===== config.mk =====
export PLATFORM = sky130hd
export DESIGN_NAME = pending_wait_timeout_table
export DESIGN_NICKNAME = d
export VERILOG_FILES = /design/src/pwt_pkg.sv /design/src/pwt_ram.sv /design/src/pending_wait_timeout_table.sv
export SDC_FILE = /design/constraint.sdc
export NUM_CORES = 2
export LEC_CHECK = 0
export ABC_AREA = 1
export BUFFER_PORTS_ARGS = -buffer_cell sky130_fd_sc_hd__buf_4
export CAP_MARGIN = 10
export CORE_ASPECT_RATIO = 1.75
export CORE_MARGIN = 8
export CORE_UTILIZATION = 40
export DETAILED_ROUTE_END_ITERATION = 8
export GPL_TIMING_DRIVEN = 1
export SLEW_MARGIN = 20
export SYNTH_ARGS = -nofsm -noshare
export SYNTH_HDL_FRONTEND = slang
export SYNTH_SLANG_ARGS = --single-unit

===== constraint.sdc =====
create_clock -name clk -period 18.1 [get_ports clk]
set_input_delay 1.81 -clock clk [delete_from_list [all_inputs] [get_ports clk]]
set_output_delay 1.81 -clock clk [all_outputs]
set_load 0.05 [all_outputs]

===== src/pwt_pkg.sv =====
// ----------------------------------------------------------------------------
// pwt_pkg
// Shared types and constants of the pending wait timeout table.
// ----------------------------------------------------------------------------
package pwt_pkg;

	localparam int TABLE_DEPTH = 16;
	localparam int IDX_W = (TABLE_DEPTH > 1) ? $clog2(TABLE_DEPTH) : 1;
	localparam int CNT_W = $clog2(TABLE_DEPTH + 1);

	typedef enum logic [2:0] {
		ACT_ADD    = 3'd0,
		ACT_REMOVE = 3'd1,
		ACT_TICK   = 3'd2,
		ACT_LOST   = 3'd3,
		ACT_CLEAR  = 3'd4
	} action_t;

	typedef enum logic [1:0] {
		KIND_DONE    = 2'd0,
		KIND_FULL    = 2'd1,
		KIND_EXPIRED = 2'd2,
		KIND_LOST    = 2'd3
	} kind_t;

	typedef struct packed {
		logic [2:0]  action;
		logic [15:0] socket_id;
		logic [31:0] wait_reason;
		logic [63:0] expire_ms;
		logic [63:0] now_ms;
		logic [31:0] instance_tag;
		logic [31:0] packet_handle;
	} req_item_t;

	typedef struct packed {
		logic [1:0]  kind;
		logic [15:0] socket_id_out;
		logic [31:0] reason_out;
		logic [31:0] instance_out;
		logic [31:0] packet_out;
		logic        last;
	} rsp_item_t;

	typedef struct packed {
		logic [15:0] socket;
		logic [31:0] reason;
		logic [63:0] expiry;
		logic [31:0] instance_tag;
		logic [31:0] packet;
	} entry_t;

	localparam int ENTRY_W = $bits(entry_t);

endpackage


===== src/pwt_ram.sv =====
// ----------------------------------------------------------------------------
// pwt_ram
// Simple dual-port RAM, one write and one registered read port.
// ----------------------------------------------------------------------------
module pwt_ram #(
	parameter int WIDTH = 8,
	parameter int DEPTH = 16,
	parameter int ADDR_W = (DEPTH > 1) ? $clog2(DEPTH) : 1
) (
	input  logic              clk,
	input  logic              we,
	input  logic [ADDR_W-1:0] waddr,
	input  logic [WIDTH-1:0]  wdata,
	input  logic              re,
	input  logic [ADDR_W-1:0] raddr,
	output logic [WIDTH-1:0]  rdata
);

	logic [WIDTH-1:0] mem [DEPTH];

	always_ff @(posedge clk) begin
		if (we) begin
			mem[waddr] <= wdata;
		end
	end

	always_ff @(posedge clk) begin
		if (re) begin
			rdata <= mem[raddr];
		end
	end

endmodule


===== src/pending_wait_timeout_table.sv =====
// ----------------------------------------------------------------------------
// pending_wait_timeout_table
// Add goes through ST_ADD and then ST_DONE, which queues the done beat; clear and
// unused codes go straight to ST_DONE. Remove, tick and connection lost scan the
// entry RAM at one entry per cycle while no report beat stalls, then go to
// ST_DONE; report beats that stall hold the scan.
// One action at a time; the next request is taken once the done beat is queued.
// Reset empties the table (count zero); RAM contents are not cleared.
// ----------------------------------------------------------------------------
module pending_wait_timeout_table (
	input  logic               clk,
	input  logic               arst_n,
	input  logic               req_valid,
	output logic               req_ready,
	input  pwt_pkg::req_item_t req,
	output logic               rsp_valid,
	input  logic               rsp_ready,
	output pwt_pkg::rsp_item_t rsp
);

	import pwt_pkg::*;

	typedef enum logic [1:0] {
		ST_IDLE,
		ST_ADD,
		ST_SCAN,
		ST_DONE
	} state_t;

	state_t          state_q;
	req_item_t       req_q;
	logic [CNT_W-1:0] count_q;
	logic [CNT_W-1:0] rd_ptr_q;
	logic [CNT_W-1:0] wr_ptr_q;
	logic            valid_s1;
	logic            rsp_valid_q;
	rsp_item_t       rsp_q;

	logic             we;
	logic [IDX_W-1:0] waddr;
	entry_t           wdata;
	logic             re;
	entry_t           rdata;
	logic             hit;
	logic             report;
	logic             out_free;
	logic             stall;
	logic             full;

	pwt_ram #(
		.WIDTH(ENTRY_W),
		.DEPTH(TABLE_DEPTH)
	) u_ram (
		.clk  (clk),
		.we   (we),
		.waddr(waddr),
		.wdata(wdata),
		.re   (re),
		.raddr(rd_ptr_q[IDX_W-1:0]),
		.rdata(rdata)
	);

	always_comb begin
		case (action_t'(req_q.action))
			ACT_REMOVE: begin
				hit = (rdata.socket == req_q.socket_id) && (rdata.reason == req_q.wait_reason)
					&& (rdata.instance_tag == req_q.instance_tag);
			end
			ACT_TICK: begin
				hit = req_q.now_ms > rdata.expiry;
			end
			default: begin
				hit = rdata.socket == req_q.socket_id;
			end
		endcase
		report   = action_t'(req_q.action) != ACT_REMOVE;
		out_free = !rsp_valid_q || rsp_ready;
		full     = count_q >= CNT_W'(TABLE_DEPTH);
		stall    = valid_s1 && hit && report && !out_free;
		re       = (state_q == ST_SCAN) && !stall && (rd_ptr_q < count_q);

		we    = 1'b0;
		waddr = wr_ptr_q[IDX_W-1:0];
		wdata = rdata;
		if (state_q == ST_ADD && !full) begin
			we                 = 1'b1;
			waddr              = count_q[IDX_W-1:0];
			wdata.socket       = req_q.socket_id;
			wdata.reason       = req_q.wait_reason;
			wdata.expiry       = req_q.expire_ms;
			wdata.instance_tag = req_q.instance_tag;
			wdata.packet       = req_q.packet_handle;
		end else if (state_q == ST_SCAN && !stall && valid_s1 && !hit) begin
			we = 1'b1;
		end
	end

	always_ff @(posedge clk or negedge arst_n) begin
		if (!arst_n) begin
			state_q     <= ST_IDLE;
			count_q     <= '0;
			rd_ptr_q    <= '0;
			wr_ptr_q    <= '0;
			valid_s1    <= 1'b0;
			rsp_valid_q <= 1'b0;
		end else begin
			if (rsp_valid_q && rsp_ready) begin
				rsp_valid_q <= 1'b0;
			end
			case (state_q)
				ST_IDLE: begin
					if (req_valid) begin
						req_q <= req;
						case (action_t'(req.action))
							ACT_ADD: begin
								state_q <= ST_ADD;
							end
							ACT_REMOVE, ACT_TICK, ACT_LOST: begin
								rd_ptr_q <= '0;
								wr_ptr_q <= '0;
								valid_s1 <= 1'b0;
								state_q  <= ST_SCAN;
							end
							ACT_CLEAR: begin
								count_q <= '0;
								state_q <= ST_DONE;
							end
							default: begin
								state_q <= ST_DONE;
							end
						endcase
					end
				end
				ST_ADD: begin
					if (full) begin
						if (out_free) begin
							rsp_valid_q       <= 1'b1;
							rsp_q.kind        <= KIND_FULL;
							rsp_q.socket_id_out <= req_q.socket_id;
							rsp_q.reason_out  <= req_q.wait_reason;
							rsp_q.instance_out <= req_q.instance_tag;
							rsp_q.packet_out  <= req_q.packet_handle;
							rsp_q.last        <= 1'b0;
							state_q           <= ST_DONE;
						end
					end else begin
						count_q <= count_q + 1'b1;
						state_q <= ST_DONE;
					end
				end
				ST_SCAN: begin
					if (!stall) begin
						if (valid_s1 && hit && report) begin
							rsp_valid_q         <= 1'b1;
							rsp_q.kind          <= (action_t'(req_q.action) == ACT_TICK)
								? KIND_EXPIRED : KIND_LOST;
							rsp_q.socket_id_out <= rdata.socket;
							rsp_q.reason_out    <= rdata.reason;
							rsp_q.instance_out  <= rdata.instance_tag;
							rsp_q.packet_out    <= rdata.packet;
							rsp_q.last          <= 1'b0;
						end
						if (valid_s1 && !hit) begin
							wr_ptr_q <= wr_ptr_q + 1'b1;
						end
						valid_s1 <= re;
						if (re) begin
							rd_ptr_q <= rd_ptr_q + 1'b1;
						end
						if (!valid_s1 && !re) begin
							count_q <= wr_ptr_q;
							state_q <= ST_DONE;
						end
					end
				end
				ST_DONE: begin
					if (out_free) begin
						rsp_valid_q         <= 1'b1;
						rsp_q.kind          <= KIND_DONE;
						rsp_q.socket_id_out <= '0;
						rsp_q.reason_out    <= '0;
						rsp_q.instance_out  <= '0;
						rsp_q.packet_out    <= '0;
						rsp_q.last          <= 1'b1;
						state_q             <= ST_IDLE;
					end
				end
				default: begin
					state_q <= ST_IDLE;
				end
			endcase
		end
	end

	assign req_ready = state_q == ST_IDLE;
	assign rsp_valid = rsp_valid_q;
	assign rsp       = rsp_q;

endmodule


==> metrics.md <==
| Metric | Value |
|---|---|
| Number of routed nets with antenna violations | 0 |
| Final Hold Fails | 0 |
| Hold Crit Class | flop to flop |
| CP Launch Point | rd_ptr_q[0] |
| Antenna violations before repair | 27 |
| Fmax | around 170 MHz |
| Fill cell count | ~28000 |
| FF-to-FF Start | rd_ptr_q[0] |
| Syn Nets | approximately 9500 |
| Crit Path Max Fanout | 86 |
| Max IR drop VDD | about 0.13 mV |
| First-pass GRT wire length | roughly 560000 um |
| Reg clk slew, reported paths | ~0.070 ns |
| Tcrit/Tclk final | 0.331 |
| Largest net degree at the start of global routing | roughly 180 |
| Post-synthesis compound-gate area fraction | 0.130 |
| Postcts setup bufs | 0 |
| Top cell type's share of synthesized area | 0.774 |
| Initial Utilization | 0.401 |
| 1st-iter DRT viols | ~9600 |
| Area of the multi-input gates | approximately 26000 um2 |
| CTS buffer count | around 320 |
| Seq/Total Area, Yosys | 0.778 |
| Post-Synth Simple-Gate Area | 0.0551 |
| Worst-Skew Late Latency | roughly 0.90 ns |
| FF+latch count, synth | 3369 |
| Width of the die | about 450 um |
| Critical path's slowest cell | dfrtp_4 |
| Tmin final | between 5 and 6 ns |
| Placed cell area | 138000 um2 |
| Leading area contributor after synthesis | edfxtp_1 |
| LEAKAGE | about 49 nW |
| CP bufs+invs | 4 |
| Area grow syn2layout | 14.3% |
| Root buffer cell | clkbuf_16 |
| Hold endpoint | rd_ptr_q[4] |
| Clock Skew | about 0.065 ns |
| Syn_area_per_cell | between 10 and 15 um2 |
| Post-synth top flop | edfxtp_1 |
| Total Routing Usage GR | 0.214 |
| CP Cell Sequence | inv_8 > nand2_4 > buf_4 > buf_4 > buf_4 > o221ai_1 > a21oi_1 > o21ai_0 > o21ai_0 |
| Number of enable flip-flop cells after synthesis | 3350 |
| P per Cell Area | 162 nW/um2 |
| Share of layout cells above drive strength 1 | 0.120 |
| WHS | around 0.55 ns |
| Post-synthesis mux area share | 0.0000866 |
| Crit path kind | flop to flop |
| CTS tree | done |
| Hold-fix buffers, CTS | 0 |
| Port Buffers | roughly 360 |
| Reg area | 101000 um2 |
| Top Ports | around 360 |
| Die area | ~340000 um2 |
| Worst rel slew slack | 0.185 |
| CTS Buffer Depth | 4 |
| Vias in the first global route | ~82000 |
| Nature of the critical path endpoint | flop |
| Yosys warning total | 0 |
| Routed wire length | ~390000 um |
| Setup TNS | 0 ns |
| Reg2Reg Capture Point | u_ram.rdata[79] |
| GRT overflow | 0 |
| Synth unique cells | 42 |
| Final max-slew violation count | 0 |
| Top Family by Delay on Critical Path | buffers and inverters |
| Finished Cell Area | around 150000 um2 |
| Max cap viols | 0 |
| Post-layout util | 0.458 |
| Adder-Cell Fraction of Synth Area | 0.00741 |
| First-pass DRT Iterations | 6 |
| CTS sink cnt | approximately 3400 |
| Least-Margin Pin Slew | ~1.2 ns |
| Post-Syn Instances | between 9000 and 10000 |
| CP max stage delay | slightly above 1 ns |
| Row count | 277 |
| Cell area after synthesis | about 130000 um2 |
| Async S/R FF share, synth | 0.00564 |
| WP data arrival | 6.56 ns |
| Status | completed |
| Hpwl dp | slightly above 200000 um |
| Via density | 5.84 |
| CTS resizes | 0 |
| Post-synthesis xor/xnor area fraction | 0.00478 |
| Drt drc | 0 |
| Final net count | between 9000 and 10000 |
| Pre-CTS WS | ~12 ns |
| Final setup violating endpoints | 0 |
| Setup WS post-layout | around 12 ns |
| Largest cells by area after synthesis | edfxtp_1 77%, o21ai_0 5.5%, a21oi_1 3.2% |
| RSZ-0062 raised after global routing | false |
| CP startpoint kind | flop |
| Vias | a little over 80000 |
| H-tree depth | 5 |
| Worst EP required | around 19 ns |
| Die extent in y | between 700 and 800 um |
| Core Area | around 320000 um2 |
| Largest family of logic cells by synthesized area | compound AO/OA/AOI/OAI gates |
| Reg2Reg Setup Slack | 12.12 ns |
| GPL Wtd Cong | roughly 0.83 |
| Worst Hold Launch | rd_ptr_q[4] |
| Reg2Reg Depth | 9 |
| CP most frequent cell | buf_4 |
| Routed len/inst | approximately 27 um |
| Hold Path Cell Cnt | 2 |
-- cells in the mapped netlist (2+ instances only) --
library cell / n
nand3_1: 22
or2_2: 2
nand3b_1: 2
edfxtp_1: 3350
nand2_1: 733
o221ai_1: 352
ha_1: 77
nor3_1: 18
nor2_1: 1010
nand3_2: 3
nand2_2: 6
a21oi_4: 2
o21a_1: 4
inv_1: 245
xor2_1: 62
nor3_2: 3
xnor2_1: 9
a21oi_1: 832
buf_1: 60
nand4_1: 16
dfrtp_1: 19
inv_2: 4
clkbuf_1: 499
o21ai_0: 1437
nand2_4: 5
buf_2: 53
o22ai_1: 366
nor2_2: 6
o21ai_1: 5
-- area by class of cell --
class,count,area share
Antenna cell,5,0.0000843
Timing Repair Buffer,639,0.0341
Clock buffer,399,0.0576
Sequential cell,3369,0.681
Inverter,250,0.00661
Tap cell,4324,0.0364
Clock inverter,165,0.0101
Multi-Input combinational cell,4984,0.174
-- flip-flops by register name, summed over array words and instances, names as in the netlist --
signal	cells
u_ram.mem	2816
req_q	243
u_ram.rdata	176
rsp	115
count_q	5
rd_ptr_q	5
wr_ptr_q	5
state_q	2
rsp_valid	1
valid_s1	1
-- routing by layer --
metal	routed length, um	global-route usage	part of all wire	up-vias
li1	-	-	-	35500
met1	154000	0.289	0.40	42100
met2	187000	0.358	0.48	4238
met3	33500	0.0354	0.087	707
met4	11700	0.0642	0.030	4
met5	23	0	0.000060	-
-- cell usage in the layout, fill, tap and decap left out, types with 18 or more instances in the layout --
cell type and instances:
nand3_1 22, nand2_1 730, xor2_1 62, nor2_1 997, clkbuf_1 65, clkinv_1 61, nor2_4 18, buf_12 20
clkinv_2 50, buf_4 618, ha_1 76, nor3_1 18, o21ai_0 1429, o221ai_1 352, a21oi_2 32, edfxtp_1 3350
clkbuf_16 330, inv_1 242, o22ai_1 366, bufinv_16 23, a21oi_1 799
-- worst reg2reg max path: stages, from the launching register on --
cell and delay, ns:
dfrtp_4 1.02, inv_8 0.44, nand2_4 0.55, buf_4 0.85
buf_4 1.08, buf_4 0.85, o221ai_1 0.23, a21oi_1 0.26
o21ai_0 0.12, o21ai_0 0.33
-- power breakdown --
part | internal, mW | total, mW | switching [mW]
clock network | 3.69 | 6.58 | 2.89
logic | 1.59 | 6.66 | 5.07
registers | 10.5 | 10.8 | 0.250
-- stage by stage --
stage	instances	power [mW]
3_5_place_dp	13600	17.5
5_1_grt	14100	25.0
4_1_cts	14100	24.1
3_3_place_gp	13600	17.4
2_1_floorplan	9215	14.8
6_report	14100	24.0
-- worst max-delay path by stage --
stage	to	depth (start not counted)
floorplan	req_q[0]	2
CTS	u_ram.mem[13][29]	17
detailed placement	u_ram.rdata[79]	9
global route	u_ram.mem[13][29]	18
finish	u_ram.rdata[79]	9
global placement	u_ram.mem[13][74]	17
-- logic make-up (layout without fill, tap and decap cells) --
| group | count (synthesis) | in the layout |
|---|---|---|
| fa+ha+maj | 77 | 77 |
| mux | 1 | 1 |
| simple gates | 1833 | 1833 |
| other cells | 0 | 5 |
| buf+inv | 862 | 1453 |
| flops | 3369 | 3369 |
| xor+xnor | 71 | 71 |
| compound gates | 3002 | 3002 |
No activity file was read; power rests on OpenSTA's default activity.
